$ cat src/mvm_pkg.sv
// Shared types and constants for the matrix-vector multiply block.
// No dependencies; every module of the block but mvm_ram imports this package.
package mvm_pkg;

  localparam int ROWS_W      = 16;
  localparam int COUNT_W     = 9;
  localparam int ACC_W       = 64;
  localparam int FRAC_BITS   = 16;
  localparam int CFG_INDEX_W = 1;
  localparam int CFG_DATA_W  = 16;
  localparam int QUEUE_DEPTH = 4;
  localparam int QUEUE_PTR_W = 2;
  localparam int LEVEL_W     = 3;

  localparam logic OP_LOAD   = 1'b0;
  localparam logic OP_MATRIX = 1'b1;

  localparam logic [CFG_INDEX_W-1:0] REG_NUM_ROWS = 1'b0;
  localparam logic [CFG_INDEX_W-1:0] REG_NUM_COLS = 1'b1;

  typedef struct packed {
    logic               operation;
    logic signed [31:0] value;
  } in_item_t;

  typedef struct packed {
    logic signed [31:0] result;
    logic [15:0]        row_index;
    logic               last;
    logic               saturated;
  } out_item_t;

  // One matrix element with its vector element, as handed from front to back.
  typedef struct packed {
    logic signed [31:0] a;
    logic signed [31:0] b;
    logic               row_end;
    logic [ROWS_W-1:0]  row_index;
    logic               last;
  } mac_op_t;

endpackage

$ cat src/mvm_back.sv
// Back end: multiply, saturating accumulate, and row-end rounding into the output register.
// Depends on mvm_pkg.
module mvm_back #(
  parameter int DATA_WIDTH = 32
) (
  input  logic               clk,
  input  logic               rst,
  input  logic               head_valid,
  input  mvm_pkg::mac_op_t   head,
  output logic               pop,
  output logic               out_valid,
  input  logic               out_ready,
  output mvm_pkg::out_item_t out_data
);
  import mvm_pkg::*;

  localparam int TOP_LSB = FRAC_BITS + DATA_WIDTH - 1;

  logic signed [DATA_WIDTH-1:0]   op_a, op_b;
  logic signed [2*DATA_WIDTH-1:0] prod;

  logic                    m_valid, m_row_end, m_last;
  logic signed [ACC_W-1:0] m_prod;
  logic [ROWS_W-1:0]       m_row_index;

  logic signed [ACC_W-1:0] acc, sum, acc_sat;
  logic                    ovf, ovf_now;

  logic                    fin_valid, fin_sat, fin_last;
  logic signed [ACC_W-1:0] fin_sum;
  logic [ROWS_W-1:0]       fin_row_index;

  logic out_load, fin_adv, fin_free, m_fire, m_free;
  logic [ACC_W-1-TOP_LSB:0] top_bits;
  logic                     out_sat;
  logic [DATA_WIDTH-1:0]    res_dw;

  assign out_load = !out_valid || out_ready;
  assign fin_adv  = fin_valid && out_load;
  assign fin_free = !fin_valid || fin_adv;
  assign m_fire   = m_valid && (!m_row_end || fin_free);
  assign m_free   = !m_valid || m_fire;
  assign pop      = head_valid && m_free;

  assign op_a = signed'(head.a[DATA_WIDTH-1:0]);
  assign op_b = signed'(head.b[DATA_WIDTH-1:0]);
  assign prod = op_a * op_b;

  // Overflow only when both addends share a sign and the sum does not.
  always_comb begin
    sum     = acc + m_prod;
    ovf_now = (acc[ACC_W-1] == m_prod[ACC_W-1]) && (sum[ACC_W-1] != acc[ACC_W-1]);
    if (ovf_now) begin
      acc_sat = acc[ACC_W-1] ? {1'b1, {(ACC_W-1){1'b0}}} : {1'b0, {(ACC_W-1){1'b1}}};
    end else begin
      acc_sat = sum;
    end
  end

  // Dropping the fraction bits floors the sum; the rest must fit in the data width.
  always_comb begin
    top_bits = fin_sum[ACC_W-1:TOP_LSB];
    out_sat  = !((&top_bits) || !(|top_bits));
    if (out_sat) begin
      res_dw = fin_sum[ACC_W-1] ? {1'b1, {(DATA_WIDTH-1){1'b0}}}
                                : {1'b0, {(DATA_WIDTH-1){1'b1}}};
    end else begin
      res_dw = fin_sum[TOP_LSB:FRAC_BITS];
    end
  end

  always_ff @(posedge clk) begin
    if (rst) begin
      m_valid   <= 1'b0;
      fin_valid <= 1'b0;
      out_valid <= 1'b0;
      acc       <= '0;
      ovf       <= 1'b0;
    end else begin
      if (m_free) begin
        m_valid <= head_valid;
      end
      if (m_fire) begin
        if (m_row_end) begin
          acc <= '0;
          ovf <= 1'b0;
        end else begin
          acc <= acc_sat;
          ovf <= ovf || ovf_now;
        end
      end
      if (m_fire && m_row_end) begin
        fin_valid <= 1'b1;
      end else if (fin_adv) begin
        fin_valid <= 1'b0;
      end
      if (fin_adv) begin
        out_valid <= 1'b1;
      end else if (out_ready) begin
        out_valid <= 1'b0;
      end
    end
  end

  always_ff @(posedge clk) begin
    if (pop) begin
      m_prod      <= ACC_W'(prod);
      m_row_end   <= head.row_end;
      m_row_index <= head.row_index;
      m_last      <= head.last;
    end
    if (m_fire && m_row_end) begin
      fin_sum       <= acc_sat;
      fin_sat       <= ovf || ovf_now;
      fin_row_index <= m_row_index;
      fin_last      <= m_last;
    end
    if (fin_adv) begin
      out_data.result    <= 32'(signed'(res_dw));
      out_data.row_index <= fin_row_index;
      out_data.last      <= fin_last;
      out_data.saturated <= fin_sat || out_sat;
    end
  end

endmodule

$ cat config.mk
export PLATFORM = sky130hd
export DESIGN_NAME = mvm_back
export DESIGN_NICKNAME = d
export VERILOG_FILES = /design/src/mvm_pkg.sv /design/src/mvm_back.sv
export SDC_FILE = /design/constraint.sdc
export NUM_CORES = 2
export LEC_CHECK = 0
export BUFFER_PORTS_ARGS = -buffer_cell sky130_fd_sc_hd__buf_4
export CORE_MARGIN = 2
export CORE_UTILIZATION = 48
export DETAILED_ROUTE_END_ITERATION = 7
export PLACE_DENSITY_LB_ADDON = 0.3
export SYNTH_ARGS = -nofsm -noshare
export SYNTH_HDL_FRONTEND = slang
export SYNTH_SLANG_ARGS = --single-unit
$ cat constraint.sdc
create_clock -name clk -period 14.2 [get_ports clk]
set_input_delay 3.55 -clock clk [delete_from_list [all_inputs] [get_ports clk]]
set_output_delay 3.55 -clock clk [all_outputs]
set_load 0.03 [all_outputs]
======== Word level (Yosys, flattened, before mapping) ========
Cells that the tools add are included.
operators by class
  reductions and logical operators ........ 22
  $add $sub $neg .......................... 1
  multiplexer cells ....................... 10
  equality and inequality tests ........... 2
  multiply operators ...................... 1
operator list
  kind                 number
  $mux W64             3
  $add A64 B64 Y64     1
  $mul A32 B32 Y64     1
  $mux W32             2
  $reduce_and A17 Y1   1
  $reduce_or A17 Y1    1
  $logic_or A1 B1 Y1   7
  $logic_not A1 Y1     6
  $logic_and A1 B1 Y1  5
  $mux W1              5
  $reduce_bool A2 Y1   2
  $eq A1 B1 Y1         1
  $ne A1 B1 Y1         1
storage, ports and cells
  register bits after elaboration ......... 282
  bits of input ports ..................... 86

======== Depth between registers and ports, before layout ========
  depth in word-level cells ............... 8
  mapped depth ............................ 30

======== Worst setup path after synthesis ========
No wires, ideal clock.
  path type ............................... input to register
  from .................................... input head[81] (netlist bit)
  to ...................................... register m_prod[62], data pin
  library setup time ...................... 0.261 ns
  stages .................................. 27
  path slack .............................. 2.989 ns
  arrival time ............................ 10.950 ns
  path buffers ............................ 2
  cells stage by stage .................... clkbuf_1 nand2_1 inv_1 fa_1 inv_1 fa_1 inv_1 fa_1 fa_1 inv_1 fa_1 inv_1 fa_1 inv_1 fa_1 inv_1 fa_1 ha_1 clkbuf_1 nand3_1 nor2_1 and3_1 a22oi_1 nand3_1 a2111oi_2 o31ai_1 a311o_1
on the way
  word-level cells in the longest chain between the ends .. 1
ends and longest elaborated chain
  what                    line             text
  start: declaration      mvm_back.sv:9    input mvm_pkg::mac_op_t head,
  $mul A32 B32 Y64        mvm_back.sv:47   assign prod = op_a * op_b;
  net prod[62]            mvm_back.sv:20   logic signed [2*DATA_WIDTH-1:0] prod;
  end signal: assignment  mvm_back.sv:107  m_prod <= ACC_W'(prod);
  end: declaration        mvm_back.sv:23   logic signed [ACC_W-1:0] m_prod;
The timed path passes the listed nets, and every way through them passes these cells.
A chain may end at the register's enable or synchronous reset.

======== Worst setup path after layout ========
  from .................................... input head[23] (netlist bit)
  to ...................................... register m_prod[62], data pin
Same word-level chain as after synthesis.

==> results by stage <==
Route:
- After the first detailed-routing iteration, the DRC count stood at 2102.
- Using the TritonRoute via totals, the vias-per-cell ratio works out to 5.33.
- The total wirelength of the detailed-routed design is 120000 µm.
- The number of detailed-route iterations in the first pass is 6.
- The wire length per cell after detailed routing is 19.0 µm.
- For this run, design rule violations remaining after detail routing come to 0.
- In this run the remaining antenna-violating nets after routing total 0.
- For this block, the via count after detailed routing is 33493.

Run:
- Max-cap violations in this run came to 0.

Synthesis:
- The warning count from the yosys run is 0.
- In the synthesized netlist the async set-or-reset flop fraction comes to 0.
- Of the post-synthesis cell area, the dominant cell type holds 0.445.
- The number of nets produced by synthesis is 6411.
- The netlist uses 73 different library cells.
- Sorting the synthesized cells by area gives the leading types as fa_1 (45%), edfxtp_1 (12%), inv_1 (7.9%).
- The synthesized design contains between 200 and 300 register bits.
- The synthesized design contains roughly 200 enable-type register cells.
- Summing every instance area after synthesis gives 48700 µm².
- The dominant cell type by area after synthesis is fa_1.
- By count the netlist is led by fa_1 (1083), inv_1 (1022), nand2_1 (621).
- The sequential share of the synthesized area is 0.150.
- The predominant post-synthesis flop cell is edfxtp_1.
- The cell with the most instances after synthesis is fa_1.
- Synthesis produced a netlist whose cell count is 4995.
- The average cell area after synthesis is 9.75 µm².

Floorplan:
- The area of the core is between 100000 and 150000 µm².
- 138 I/O pins were placed.
- The die is 323 µm tall.
- After floorplanning, the core was divided into 116 placement rows.
- The area enclosed by the die boundary is 104000 µm².
- The die is 323 µm wide.
- The effective utilization at floorplan is 0.486.

Timing:
- The final-report hold violation count is 0.
- Setup repair after global routing left no endpoint under its margin.
- Dividing the final minimum period by the clock period gives 0.804.
- The worst clock skew is between 0.01 and 0.015 ns.
- Measured against its own limit, the worst slew margin works out to 0.195.
- Setup violations remaining at the end of the flow were counted as 0.
- For the finished layout, the period the worst path requires is approximately 11 ns.
- For the pin with the worst max-slew slack, the measured transition is roughly 1.2 ns.
- In the final timing run, aggregate negative setup slack is 0 ns.
- The achievable frequency is 0.0876 GHz.
- The number of pins with negative max-slew slack in the final report was 0.

Hold path:
- Counting instances, the worst hold path has a depth of 0.
- The endpoint of the worst hold-timing path is out_data[11].
- The startpoint of the lowest-slack hold path is fin_row_index[9].
- In this run the worst hold path is classified as flip-flop to flip-flop.

Critical path:
- The data arrival time of the critical path is 11.69 ns.
- In this run the critical register-to-register path is launched from m_prod[0].
- The start-to-end type of the worst setup path is primary input to flip-flop.
- In this run the worst path has a maximum fanout of 32.
- At the worst endpoint, the required time is about 14 ns.
- The worst setup path is captured at a flip-flop.
- The category of the worst setup path launch point is a primary input.
- The worst flop-to-flop path endpoint is fin_sum[52].
- The slack of the worst reg-to-reg path is 9.71 ns.
- The number of cells traversed by the worst register-to-register path is 12.

Final layout:
- The final layout contains about 6300 nets.
- The growth of design area from synthesis to finish is 5.29%.
- Of the cells placed in the final design, the portion with a size suffix greater than 1 is 0.0461.
- The number of non-filler instances in the completed layout is 6280.
- The repair_antennas step left the layout with diodes totalling 0.

Clock tree:
- TritonCTS built the clock tree.
- The number of setup buffers added after CTS is 0.
- The total number of H-tree levels is 1.
- The later-pin clock latency in the skew report is roughly 0.53 ns.
- Counting every sink on the clock net gives 266.
- The post-cts repair resize count is 0.
- Hold repair after CTS inserted 0 buffers.
- The buffer levels on the longest clock path is 3.
- In this run the clock root is driven by a clkbuf_16.
- The clock transition time at the flip-flop clock pins of the worst setup and hold paths is roughly 0.070 ns.
- In this run, CTS created clock tree buffers numbering 23.

Placement:
- Buffers placed on the I/O ports in this run total between 100 and 150.
- The congestion estimate from routability-driven global placement came to 0.913.
- The cell total after placement is 6239.
- The HPWL after detailed placement is 96000 µm.

GRT:
- For this run, the total global-route usage over all layers was measured as 0.240.
- The initial antenna violation count is 3.
- The number of global-route vias before repair came to 36065.
- The total overflow left after global routing is 0.
- Entering global routing, the biggest net connects 68 pins.
- The first-pass GRT wire length is slightly below 200000 µm.

Status:
- The run finished with clean final reports.
-- stage by stage --
step / util / setup WS [ns] / hold WS, ns / cell area, µm²
4_1_cts: 0.511 / 2.78 / 0.418 / 51300
6_report: 0.511 / 2.78 / 0.415 / 51300
5_1_grt: 0.511 / 2.29 / 0.423 / 51300
2_1_floorplan: - / 2.99 / 0.400 / 48700
3_5_place_dp: 0.504 / 2.22 / 0.405 / 50500
3_3_place_gp: 0.504 / 2.40 / 0.401 / 50500
-- layout make-up --
type,instances,area (µm²)
Inverter,1022,3840
Sequential cell,266,7310
Timing Repair Buffer,147,1100
Multi-Input combinational cell,3447,36600
Clock buffer,27,622
Clock inverter,14,116
Tap cell,1357,1700
Fill cell,9120,49000
-- flip-flops by register name, summed over array words and instances, names as in the netlist --
| register | cells |
|---|---|
| fin_last | 1 |
| m_prod | 64 |
| fin_row_index | 16 |
| m_row_index | 16 |
| m_valid | 1 |
| out_data | 50 |
| acc | 64 |
| ovf | 1 |
| fin_sat | 1 |
| out_valid | 1 |
| fin_valid | 1 |
| fin_sum | 48 |
| m_last | 1 |
| m_row_end | 1 |
-- worst max path at each step --
stage | slack [ns] | start | to
after floorplan | 2.99 | head[81] | m_prod[62]
after global placement | 2.40 | head[23] | m_prod[62]
after detailed placement | 2.22 | head[20] | m_prod[62]
after CTS | 2.78 | head[20] | m_prod[62]
after global routing | 2.29 | head[23] | m_prod[62]
final | 2.78 | head[23] | m_prod[62]
-- cells in the final DEF (no fill, tap or decap), types with 7 or more instances in the layout --
cell       synthesis  final
nor2_1           141    139
inv_1           1022   1022
a21oi_2           10     10
o21ai_1           10     10
xnor2_1           80     80
nand2b_1          16     16
a31oi_1           14     14
buf_4              2    147
dfxtp_1           68     68
a211oi_1          13     13
nor3_1            22     22
nor4_1             7      7
o21a_1            27     26
nand4_1           39     39
a22o_1            29     29
ha_1             247    247
and3_1            11     10
o211ai_1          13     13
nand2_1          621    621
xor2_1            41     41
a21oi_1          158    158
and2_1           524    523
o21ai_0          107    107
o31ai_1           10      9
clkbuf_16          0     24
o21ai_2            9      9
fa_1            1083   1083
a21o_1            76     76
o21bai_1          25     25
edfxtp_1         198    198
nand3_1           25     25
or3_1              7      7
nor2b_1           12     11
-- cell families (layout without fill, tap and decap cells) --
group | after synthesis | count (layout) | synth area share
mux | 7 | 7 | 0.00146
xor+xnor | 121 | 121 | 0.0218
fa+ha+maj | 1331 | 1331 | 0.509
simple gates | 1438 | 1438 | 0.145
buf+inv | 1282 | 1210 | 0.0995
flops | 266 | 266 | 0.150
compound gates | 550 | 550 | 0.0734
-- routing by layer --
metal / wire length [µm] / up-vias / GRT usage
met5: 27 / - / 0
met4: 2040 / 4 / 0.0427
met3: 10500 / 149 / 0.0485
met2: 53700 / 1177 / 0.379
met1: 53400 / 17204 / 0.348
li1: - / 14959 / -
-- critical path, stage by stage --
cell and delay [ns]:
buf_4 0.34, nand2_1 0.20, inv_1 0.12, fa_1 0.39, inv_1 0.25, fa_1 0.46, inv_1 0.20, fa_1 0.48
fa_1 0.84, inv_1 0.36, fa_1 0.56, inv_1 0.05, fa_1 0.53, inv_1 0.05, fa_1 0.47, inv_1 0.05
fa_1 0.45, ha_1 0.39, nand3_1 0.15, nor2_1 0.06, and3_1 0.19, a22oi_1 0.18, nand3_1 0.21, a2111oi_2 0.55
o31ai_1 0.19, a311o_1 0.38
Power is not shown: default switching activity piles up to over one toggle a cycle in this logic, so the estimate is an artifact.
