`config.mk`:
```
export PLATFORM = sky130hd
export DESIGN_NAME = mvm_queue
export DESIGN_NICKNAME = d
export VERILOG_FILES = /design/src/mvm_pkg.sv /design/src/mvm_queue.sv
export SDC_FILE = /design/constraint.sdc
export NUM_CORES = 1
export LEC_CHECK = 0
export ABC_AREA = 1
export BUFFER_PORTS_ARGS = -buffer_cell sky130_fd_sc_hd__buf_2
export CAP_MARGIN = 25
export CORE_ASPECT_RATIO = 1.25
export CORE_MARGIN = 10
export CORE_UTILIZATION = 54
export CTS_BUF_LIST = sky130_fd_sc_hd__clkbuf_4
export CTS_CLUSTER_DIAMETER = 150
export CTS_CLUSTER_SIZE = 24
export DETAILED_ROUTE_END_ITERATION = 10
export PLACE_DENSITY = 0.87
export SLEW_MARGIN = 10
export SYNTH_ARGS = -nofsm -noshare
export SYNTH_HDL_FRONTEND = slang
export SYNTH_SLANG_ARGS = --single-unit
```
`constraint.sdc`:
```
create_clock -name clk -period 4.6 [get_ports clk]
set_clock_uncertainty 0.1 [all_clocks]
set_input_delay 0.23 -clock clk [delete_from_list [all_inputs] [get_ports clk]]
set_output_delay 0.23 -clock clk [all_outputs]
set_load 0.05 [all_outputs]
```
`src/mvm_pkg.sv`:
```
// Shared types and constants for the matrix-vector multiply block.
// No dependencies; every module of the block but mvm_ram imports this package.
package mvm_pkg;

  localparam int ROWS_W      = 16;
  localparam int COUNT_W     = 9;
  localparam int ACC_W       = 64;
  localparam int FRAC_BITS   = 16;
  localparam int CFG_INDEX_W = 1;
  localparam int CFG_DATA_W  = 16;
  localparam int QUEUE_DEPTH = 4;
  localparam int QUEUE_PTR_W = 2;
  localparam int LEVEL_W     = 3;

  localparam logic OP_LOAD   = 1'b0;
  localparam logic OP_MATRIX = 1'b1;

  localparam logic [CFG_INDEX_W-1:0] REG_NUM_ROWS = 1'b0;
  localparam logic [CFG_INDEX_W-1:0] REG_NUM_COLS = 1'b1;

  typedef struct packed {
    logic               operation;
    logic signed [31:0] value;
  } in_item_t;

  typedef struct packed {
    logic signed [31:0] result;
    logic [15:0]        row_index;
    logic               last;
    logic               saturated;
  } out_item_t;

  // One matrix element with its vector element, as handed from front to back.
  typedef struct packed {
    logic signed [31:0] a;
    logic signed [31:0] b;
    logic               row_end;
    logic [ROWS_W-1:0]  row_index;
    logic               last;
  } mac_op_t;

endpackage

```
`src/mvm_queue.sv`:
```
// Short FIFO of tagged multiply-accumulate operations between front and back.
// Depends on mvm_pkg.
module mvm_queue (
  input  logic                        clk,
  input  logic                        rst,
  input  logic                        push,
  input  mvm_pkg::mac_op_t            push_op,
  input  logic                        pop,
  output logic                        head_valid,
  output mvm_pkg::mac_op_t            head,
  output logic [mvm_pkg::LEVEL_W-1:0] level
);
  import mvm_pkg::*;

  mac_op_t                store [QUEUE_DEPTH];
  logic [QUEUE_PTR_W-1:0] wr_ptr, rd_ptr;
  logic [LEVEL_W-1:0]     count;
  logic                   do_pop;

  assign head_valid = (count != '0);
  assign head       = store[rd_ptr];
  assign level      = count;
  assign do_pop     = pop && head_valid;

  always_ff @(posedge clk) begin
    if (rst) begin
      wr_ptr <= '0;
      rd_ptr <= '0;
      count  <= '0;
    end else begin
      if (push) begin
        wr_ptr <= wr_ptr + 1'b1;
      end
      if (do_pop) begin
        rd_ptr <= rd_ptr + 1'b1;
      end
      count <= count + LEVEL_W'(push) - LEVEL_W'(do_pop);
    end
  end

  always_ff @(posedge clk) begin
    if (push) begin
      store[wr_ptr] <= push_op;
    end
  end

endmodule

```
Word level (Yosys, flattened, before mapping)
Memory sizes are Yosys's and may differ from the RTL's. A register that Yosys moved wholly into a read port is not among the register bits.
Cells that the tools add are included.
{ "op_classes": {"addsub": 4, "n_mux": 4, "n_reduce_logical": 2} }
{ "ops": {"columns": ["cell", "count"], "rows": [
  ["$add A2 B1 Y2 const B", 2],
  ["$mux W2", 2],
  ["$add A3 B1 Y3", 1],
  ["$reduce_bool A3 Y1", 1],
  ["$sub A3 B1 Y3", 1],
  ["$mux W1", 2],
  ["$logic_and A1 B1 Y1", 1]
]} }
{ "totals": {"reg_bits": 7, "ram_bits": 328, "input_bits": 86, "output_inout_bits": 86, "wordCells": 14, "memories": 1} }
{ "memory_table": {"columns": ["name", "words", "word_bits", "read_ports", "rd_clocked_by_memory_dff", "wr", "line_no", "text"], "rows": [
  ["store", 4, 82, 1, 1, 1, "mvm_queue.sv:15", "mac_op_t store [QUEUE_DEPTH];"]
]} }

Logic depth before layout (Yosys ltp)
Gate-level depths: netlist (run 1).
{ "depth": {"depth_word": 4, "ltp_mapped": 9, "ltp_nobuf": 9} }

Least setup slack after synthesis (run 1)
Ideal clock, no wire load.
{ "synth_path": {"path_kind": "register -> register", "start": "reg wr_ptr[0]", "end": "mem store[2][0] (netlist bit) (enable)", "setup_ns": 0.436, "arrival_ns": 2.176, "required_time_ns": 4.064, "setup_slack_ns": 1.888, "path_stages_with_launch": 5, "path_buffers": 0, "period_less_slack_ns": 2.712, "path_cell_list": "dfxtp_1 inv_1 ha_1 nand2_1 inv_1"} }
{ "synth_rtl": {"columns": ["element", "line_no", "text"], "rows": [
  ["start, declared", "mvm_queue.sv:16", "logic [QUEUE_PTR_W-1:0] wr_ptr, rd_ptr;"],
  ["start signal, assigned", "mvm_queue.sv:32", "wr_ptr <= wr_ptr + 1'b1;"],
  ["end, declared", "mvm_queue.sv:15", null]
]} }
No word-level cell before the write port.

==> results of run 1 <==
-- registers in the layout, summed over array words and instances (netlist names), named ones only --
name / flops
store: 328
wr_ptr: 2
rd_ptr: 2
level: 3
-- kinds of logic after synthesis --
group           Yosys count
buf+inv                  71
flops                   337
fa+ha+maj                 7
compound gates          254
simple gates            185
-- report_power, final --
| group | internal, mW | switching [mW] |
|---|---|---|
| sequential | 3.52 | 0.0899 |
| combinational | 0.595 | 2.01 |
| clock | 0.278 | 0.823 |
-- layer usage --
metal / GRT usage / share of wire / routed length [microns]
met4: 0.0479 / 0.017 / 475
met3: 0.0306 / 0.076 / 2160
met1: 0.235 / 0.39 / 11000
met2: 0.322 / 0.52 / 14800
met5: 0 / 0.00028 / 8
-- Yosys cell counts, types with 5 or more instances --
master,number
sky130_fd_sc_hd__o21ai_1,62
sky130_fd_sc_hd__a21oi_1,5
sky130_fd_sc_hd__buf_6,13
sky130_fd_sc_hd__o21ai_0,86
sky130_fd_sc_hd__nand2_1,12
sky130_fd_sc_hd__clkbuf_1,14
sky130_fd_sc_hd__ha_1,6
sky130_fd_sc_hd__edfxtp_1,328
sky130_fd_sc_hd__buf_2,18
sky130_fd_sc_hd__inv_1,16
sky130_fd_sc_hd__o21ai_2,18
sky130_fd_sc_hd__dfxtp_1,9
sky130_fd_sc_hd__nor2_1,169
sky130_fd_sc_hd__o22ai_1,80
sky130_fd_sc_hd__buf_4,7
-- worst max-delay path, cell delays in order, from the launching register on --
cell,delay [ns]
sky130_fd_sc_hd__dfxtp_4,0.80
sky130_fd_sc_hd__buf_4,0.84
sky130_fd_sc_hd__o21ai_0,0.24
sky130_fd_sc_hd__o22ai_1,0.31
sky130_fd_sc_hd__buf_2,0.32
-- what timing repair did --
item                                    CTS  global route
hold buffers                             86             0
endpoints found under the setup margin    0             0
hold endpoints to repair                337             0
-- worst paths after layout --
check                            startpoint            to  cells past startpoint
worst max register to register    wr_ptr[1]   store[1][4]                      5
worst max-delay path                   flop      head[45]                      4
worst min register to register    rd_ptr[1]          flop                      2
worst min-delay path            push_op[26]  store[2][26]                      2
-- final cells by class --
type	instances	area (sq um)	area share
Antenna cell	2	5.00	0.000338
Clock buffer	27	203	0.0137
Clock inverter	1	30.0	0.00203
Inverter	18	77.6	0.00523
Multi-Input combinational cell	446	2250	0.152
Sequential cell	337	10000	0.677
Tap cell	288	360	0.0243
Timing Repair Buffer	268	1860	0.125
-- stage by stage --
step / setup WS [ns] / util / area, sq um / power (mW) / hold WS, ns
CTS: 0.923 / 0.640 / 14800 / 7.32 / 0.130
global route: 0.710 / 0.641 / 14800 / 7.65 / 0.118
detailed placement: 1.72 / 0.592 / 13700 / 6.20 / 0.319
finish: 0.995 / 0.641 / 14800 / 7.31 / 0.185
global placement: 1.82 / 0.592 / 13700 / 6.14 / 0.316
floorplan: 1.89 / - / 12700 / 5.64 / 0.201
==> run_results.csv, run 1 <==
group,metric,value,unit
floorplan,die_w,157,microns
synthesis,post_synth_main_area_contributors,"sky130_fd_sc_hd__edfxtp_1, sky130_fd_sc_hd__nor2_1, sky130_fd_sc_hd__o22ai_1",
sta,max_freq,0.277,GHz
floorplan,vertical_die_dimension,192,microns
clock_network,cts_buffers,18,
cells_and_area,fill_cells,1566,
sta,max_slew.worst_pin.slew,1.01,ns
synthesis,synth_area,0.0127,sq mm
worst_hold_path,hold_class,"in2reg",
synthesis,synthCells,854,
synthesis,synth.ff_latch_count,337,
clock_network,clk_pin_slew,0.22,ns
synthesis,synth_sequential_area_ratio,0.789,
power,power_density,493,mW/mm^2
power,vdd_ir_drop_max,0.000442,V
grt,grt_use_total,0.185,
critical_path,start_kind,"flop",
grt,wire_length_of_the_first_global_routing_pass,44400,microns
detailed_routing,detailroute.via_count,7970,
cells_and_area,layout.cells.most_common,"sky130_fd_sc_hd__edfxtp_1",
sta,setup_tns,0,ns
sta,timing.slew.headroom,0.325,
synthesis,synth_compound_area_frac,0.115,
synthesis,post_synth_fa_ha_maj_area_fraction,0.00748,
sta,timing_max_transition_violations_final,0,
power,power.leakage,5.21,nW
floorplan,core,0.0231,sq mm
placement,place.port_buffers,171,
clock_network,cts_htree_levels,1,
placement,place_congestion,0.746,
cells_and_area,drive_above_1_share,0.219,
grt,number_of_antenna_violations_at_the_first_check_in_global_routing,3,
detailed_routing,drt-pass1-iter-count,5,
synthesis,synthesis.yosys.warnings,0,
synthesis,synth.distinct_cells,23,
synthesis,synth_enable_flop_cells,328,
synthesis,synth_largest_type_area_fraction,0.775,
clock_network,cts_resized,0,
sta,period_needed,3.61,ns
cells_and_area,layout.cells.most_common_list,"sky130_fd_sc_hd__edfxtp_1, sky130_fd_sc_hd__buf_2, sky130_fd_sc_hd__nor2_1, sky130_fd_sc_hd__o21ai_0, sky130_fd_sc_hd__dlygate4sd3_1",
sta,final_count_of_negative_setup_slack_endpoints,0,
detailed_routing,wl_per_cell,20.5,microns
synthesis,synth_top_flop_cell,"sky130_fd_sc_hd__edfxtp_1",
critical_path,worst-endpoint-required,4.27,ns
run_status,result_of_the_run,"complete, no violations",
detailed_routing,vias_per_cell,5.75,
synthesis,synth_simple_gate_area_frac,0.0552,
cells_and_area,layout.nets,1182,
synthesis,main_combinational_cell_family_by_area_after_synthesis,"compound AO/OA/AOI/OAI gates",
synthesis,synth_area_in_xor_xnor,0,
clock_network,cts_buffer_depth,3,
detailed_routing,starting_drc_count_in_detailed_routing,659,
clock_network,clock-root-buffer,"sky130_fd_sc_hd__clkbuf_4",
clock_network,cts_setup_buffers,0,
clock_network,cts.sinks,337,
floorplan,ioPinCount,172,
synthesis,post_synthesis_area_per_instance,14.9,sq um
sta,layout_worst_path_cycle_share,0.784,
grt,grt_max_degree,136,
sta,rsz0062_at_grt,"false",
floorplan,initial_utilization,0.550,
sta,timing_hold_violations_final,0,
critical_path,largest_fanout_on_the_critical_path,106,
clock_network,clk_lat_worst_skew,0.66,ns
grt,globalRouteOverflowTotal,0,
placement,detailed_place_hpwl,15800,microns
floorplan,fp.dieArea,0.0301,sq mm
detailed_routing,postRouteWirelength,28400,microns
detailed_routing,drc,0,
cells_and_area,area_delta_synth_final,16.6,%
synthesis,mappedNetlistNets,947,
critical_path,worstPathArrival,3.28,ns
synthesis,synth_mux_area_frac,0,
grt,grt_pass1_vias,8121,
critical_path,path_class,"reg2out",
run,cap_violations,0,
critical_path,worst_setup_slack_for_register_to_register_paths,2.35,ns
placement,placed_cells_incl_taps,1270,
floorplan,rows,62,
synthesis,async_flop_share,0,
critical_path,endpoint_kind,"output port",
synthesis,yosys.area.top_type,"sky130_fd_sc_hd__edfxtp_1",
clock_network,cts_tree,"done",
detailed_routing,drt.antenna.violating_nets,0,
cells_and_area,finalNonFillerCells,1387,
Note: power is estimated with default switching activity, not from simulation.
==> run 2, diff against run 1 <==
- clock period: 4.6 -> 3.62 ns (I/O delays scaled with it)
==> run 2 against run 1 <==
Effect of this change: total power increased by 25%; first-iteration DRC count increased by 16%; non-clock buffer count increased by 2; critical path type unchanged.
==> run_results.csv, run 2 (synthesis results as in run 1) <==
group,metric,value,unit
run_status,result_of_the_run,"complete, no violations",
grt,globalRouteOverflowTotal,0,
detailed_routing,drt.antenna.violating_nets,0,
clock_network,cts_tree,"done",
cells_and_area,largest_register_ff_count,328,
clock_network,cts_buffer_depth,3,
critical_path,endpoint_kind,"output port",
detailed_routing,drc,0,
power,vdd_ir_drop_max,0.000433,V
detailed_routing,wl_per_cell,20.4,microns
placement,detailed_place_hpwl,15900,microns
clock_network,cts_resized,0,
cells_and_area,drive_above_1_share,0.216,
critical_path,worst-endpoint-required,3.34,ns
floorplan,vertical_die_dimension,192,microns
cells_and_area,top_register,"store",
power,combPwrFrac,0.361,
detailed_routing,starting_drc_count_in_detailed_routing,762,
placement,place.port_buffers,171,
critical_path,sequence_of_cells_on_the_critical_path,"inv_6 > buf_4 > o21ai_1 > o22ai_1 > buf_2",
sta,layout_worst_path_cycle_share,0.880,
clock_network,cts.sinks,337,
floorplan,rows,62,
power,power.sequential.fraction,0.498,
power,cell_internal_pwr,5.49,mW
sta,setup_ws,0.433,ns
floorplan,die_w,157,microns
power,power_frac_clock,0.141,
worst_hold_path,hold_class,"in2reg",
floorplan,fp.dieArea,0.0301,sq mm
sta,final_count_of_negative_setup_slack_endpoints,0,
sta,max_slew.worst_pin.slew,0.728,ns
critical_path,largest_fanout_on_the_critical_path,81,
detailed_routing,vias_per_cell,5.73,
critical_path,critPathSlowestCell,"sky130_fd_sc_hd__inv_6",
clock_network,cts_buffers,18,
critical_path,path_class,"reg2out",
cells_and_area,layout.nets,1184,
clock_network,cts_htree_levels,1,
sta,rsz0062_at_grt,"false",
power,power_density,621,mW/mm^2
power,total_switching_power,3.69,mW
run,cap_violations,0,
sta,timing.slew.headroom,0.514,
sta,timing_hold_violations_final,0,
clock_network,cts_setup_buffers,0,
grt,number_of_antenna_violations_at_the_first_check_in_global_routing,3,
critical_path,critical-path-max-stage-delay,0.54,ns
power,total_power,9.17,mW
floorplan,ioPinCount,172,
detailed_routing,detailroute.via_count,7923,
sta,setup_tns,0,ns
clock_network,clock-root-buffer,"sky130_fd_sc_hd__clkbuf_4",
critical_path,cpLargestDelayFamily,"buffers and inverters",
power,switching_share,0.402,
floorplan,initial_utilization,0.550,
cells_and_area,layout.cells.most_common_list,"sky130_fd_sc_hd__edfxtp_1, sky130_fd_sc_hd__buf_2, sky130_fd_sc_hd__nor2_1, sky130_fd_sc_hd__o21ai_0, sky130_fd_sc_hd__dlygate4sd3_1",
grt,grt_use_total,0.184,
detailed_routing,postRouteWirelength,28200,microns
critical_path,crit_buf_inv,3,
grt,wire_length_of_the_first_global_routing_pass,44000,microns
clock_network,clk_pin_slew,0.21,ns
critical_path,start_kind,"flop",
sta,timing_max_transition_violations_final,0,
placement,place_congestion,0.760,
sta,period_needed,3.19,ns
placement,detailedPlace.worstSlack,1.19,ns
grt,grt_max_degree,83,
power,power.leakage,5.17,nW
cells_and_area,area_delta_synth_final,16.1,%
cells_and_area,layout.cells.most_common,"sky130_fd_sc_hd__edfxtp_1",
critical_path,worstPathArrival,2.91,ns
clock_network,clk_lat_worst_skew,0.66,ns
sta,worst_hold_slack,0.141,ns
sta,max_freq,0.314,GHz
detailed_routing,drt-pass1-iter-count,7,
grt,grt_pass1_vias,7939,
floorplan,core,0.0231,sq mm
-- run 2: changes by cell type in the layout (fill, tap and decap cells not counted), sizes merged --
cell,delta
buf,+3
dlygate4sd3,-1
clkbuf,-7
diode,+1
-- run 2: path summary, 6_finish.rpt --
path	from	end	slack [ns]	depth (start not counted)
setup / recovery	flop	head[2]	0.43	5
hold / removal	rst	level[1]	0.14	3
setup reg to reg	wr_ptr[0]	store[0][9]	1.41	5
hold reg to reg	rd_ptr[0]	flop	0.42	2
-- run 2: cell type report --
type                    instances  area, sq um
flip-flops and latches        337        10000
fillers                      1587         8350
multi-input cells             446         2250
repair buffers                270         1850
well taps                     288          360
clock buffers                  20          150
inverters                      18         77.6
clock inverters                 1         30.0
diodes                          3         7.51
-- run 2: power by group through the flow --
| stage | sequential (mW) | clock, mW | combinational, mW |
|---|---|---|---|
| after global placement | 4.64 | 0 | 3.17 |
| final | 4.57 | 1.29 | 3.31 |
| after floorplan | 4.66 | 0 | 2.51 |
| after CTS | 4.56 | 1.32 | 3.31 |
| after global routing | 4.59 | 1.47 | 3.53 |
| after detailed placement | 4.65 | 0 | 3.23 |
-- run 2: worst register-to-register path: stages (launching register included) --
cell                       delay, ns
sky130_fd_sc_hd__dfxtp_1        0.41
sky130_fd_sc_hd__inv_1          0.10
sky130_fd_sc_hd__ha_1           0.20
sky130_fd_sc_hd__nand2_1        0.08
sky130_fd_sc_hd__clkinv_2       0.56
sky130_fd_sc_hd__buf_12         0.47
-- run 2: repair_timing --
action / in CTS / in global routing
hold buffers: 85 / 0
setup endpoints to repair: 0 / 0
hold endpoints to repair: 341 / 0
-- run 2: through the flow --
stage          cell area (sq um)  cells   util
3_5_place_dp               13700   1274  0.594
4_1_cts                    14800   1380  0.638
3_3_place_gp               13700   1274  0.594
2_1_floorplan              12700    854      -
6_report                   14800   1383  0.639
5_1_grt                    14800   1383  0.639
-- run 2: metal layers --
layer | track usage | part of all wire | vias to the layer above
li1 | - | - | 3660
met1 | 0.233 | 0.38 | 3869
met2 | 0.316 | 0.52 | 343
met3 | 0.0319 | 0.076 | 51
met4 | 0.0558 | 0.023 | 0
met5 | 0 | 0 | -
==> run 3, diff against run 2 <==
- CELL_PAD_IN_SITES_DETAIL_PLACEMENT: unset -> 0
- CELL_PAD_IN_SITES_GLOBAL_PLACEMENT: unset -> 1
- CORE_UTILIZATION: 54 -> 49
- PLACE_DENSITY: 0.87 -> 0.92
==> run 3 against run 2 <==
Effect of this change: fmax up 4.1%; die area up 9.0%; core utilization down 5.3 points; largest power group unchanged; flip-flop and latch count unchanged; first-iteration DRC count down 30%; final cell count up 3.4%; largest cell class unchanged; combinational power about the same.
==> run_results.csv, run 3 (synthesis results as in run 1) <==
group,metric,value,unit
floorplan,initial_utilization,0.501,
critical_path,worst-endpoint-required,3.34,ns
critical_path,sequence_of_cells_on_the_critical_path,"buf_4 > buf_4 > o21ai_0 > o22ai_1 > buf_2",
sta,timing.slew.headroom,0.451,
critical_path,worstPathArrival,2.78,ns
critical_path,largest_fanout_on_the_critical_path,45,
grt,globalRouteOverflowTotal,0,
floorplan,die_w,164,microns
clock_network,clk_lat_worst_skew,0.68,ns
floorplan,fp.dieArea,0.0328,sq mm
placement,dpl-instance-area,0.0138,sq mm
cells_and_area,layout.nets,1181,
sta,timing_hold_violations_final,0,
worst_hold_path,hold_class,"in2reg",
clock_network,clock-root-buffer,"sky130_fd_sc_hd__clkbuf_4",
cells_and_area,layout.cells.most_common_list,"sky130_fd_sc_hd__edfxtp_1, sky130_fd_sc_hd__buf_2, sky130_fd_sc_hd__nor2_1, sky130_fd_sc_hd__o21ai_0, sky130_fd_sc_hd__dlygate4sd3_1",
grt,grt_max_degree,86,
cells_and_area,largest_register_ff_count,328,
critical_path,start_kind,"flop",
critical_path,critical-path-max-stage-delay,0.50,ns
placement,place_congestion,0.729,
floorplan,ioPinCount,172,
cells_and_area,top_register,"store",
grt,grt_use_total,0.161,
power,power.leakage,5.20,nW
grt,grt_pass1_vias,7839,
run,cap_violations,0,
critical_path,critPathSlowestCell,"sky130_fd_sc_hd__buf_4",
power,vdd_ir_drop_max,0.000614,V
clock_network,cts_buffers,18,
cells_and_area,fill_cells,1954,
clock_network,clk_pin_slew,0.22,ns
detailed_routing,drt-pass1-iter-count,5,
power,total_power,9.23,mW
run_status,result_of_the_run,"complete, no violations",
detailed_routing,vias_per_cell,5.39,
power,power_density,621,mW/mm^2
placement,detailed_place_hpwl,15600,microns
sta,rsz0062_at_grt,"false",
detailed_routing,drc,0,
floorplan,vertical_die_dimension,200,microns
detailed_routing,detailroute.via_count,7707,
grt,number_of_antenna_violations_at_the_first_check_in_global_routing,2,
critical_path,path_class,"reg2out",
detailed_routing,postRouteWirelength,27500,microns
detailed_routing,wl_per_cell,19.2,microns
cells_and_area,layout.cells.most_common,"sky130_fd_sc_hd__edfxtp_1",
clock_network,cts.sinks,337,
floorplan,core,0.0254,sq mm
clock_network,cts-hold-fix-buffers,85,
clock_network,cts_tree,"done",
sta,max_slew.worst_pin.slew,0.823,ns
sta,timing_max_transition_violations_final,0,
clock_network,cts_setup_buffers,0,
clock_network,cts_buffer_depth,3,
sta,final_count_of_negative_setup_slack_endpoints,0,
placement,place.port_buffers,171,
detailed_routing,starting_drc_count_in_detailed_routing,535,
clock_network,cts_resized,0,
critical_path,endpoint_kind,"output port",
critical_path,crit_buf_inv,3,
sta,worst_hold_slack,0.118,ns
critical_path,most_used_cell_cp,"sky130_fd_sc_hd__buf_4",
sta,layout_worst_path_cycle_share,0.845,
sta,setup_tns,0,ns
cells_and_area,drive_above_1_share,0.217,
detailed_routing,drt.antenna.violating_nets,0,
cells_and_area,area_delta_synth_final,17.0,%
floorplan,rows,65,
grt,wire_length_of_the_first_global_routing_pass,42400,microns
clock_network,cts_htree_levels,1,
cells_and_area,final_area,0.0149,sq mm
sta,period_needed,3.06,ns
sta,max_freq,0.327,GHz
critical_path,cpLargestDelayFamily,"buffers and inverters",
==> run 3: final timing paths <==
| path | startpoint | end | slack, ns | cells past startpoint |
|---|---|---|---|---|
| worst max-delay path | flop | head[42] | 0.56 | 5 |
| worst min-delay path | push_op[55] | store[1][55] | 0.12 | 2 |
| worst max register to register | wr_ptr[0] | store[2][33] | 1.63 | 5 |
| worst min register to register | rd_ptr[0] | flop | 0.43 | 2 |
==> run 3: power by group <==
group	switching [mW]	total, mW	internal, mW
Combinational	2.57	3.32	0.750
Sequential	0.0759	4.55	4.47
Clock	1.05	1.37	0.318
Total	3.69	9.23	5.54
==> run 3: layer usage <==
metal,wire length (microns),track usage,share of wire,vias up
met1,10700,0.191,0.39,3767
met4,500,0.0403,0.018,0
met5,0,0,0,-
met3,1860,0.0350,0.068,39
met2,14500,0.288,0.53,240
li1,-,-,-,3661
==> run 3: final cells by class <==
type                            instances  area [sq um]  share of cell area
Sequential cell                       337         10000               0.675
Antenna cell                            2          5.00            0.000337
Multi-Input combinational cell        446          2250               0.152
Inverter                               18          83.8             0.00564
Clock inverter                          1          30.0             0.00202
Tap cell                              335           419              0.0282
Clock buffer                           24           180              0.0121
Timing Repair Buffer                  267          1860               0.125
==> run 3: worst reg2reg max path: cells and delay by family (launching register included) <==
family                     cells  cell delay, ns
adders and majority gates      1            0.15
buffers and inverters          3            0.94
DFF                            1            0.37
and+or+nand+nor                1            0.08
==> run 3: metrics by stage <==
| stage | setup WS [ns] | cells | util |
|---|---|---|---|
| floorplan | 0.908 | 854 | - |
| global placement | 1.32 | 1318 | 0.544 |
| detailed placement | 1.26 | 1318 | 0.544 |
| finish | 0.560 | 1430 | 0.586 |
| global route | 0.313 | 1430 | 0.586 |
| CTS | 0.440 | 1428 | 0.586 |
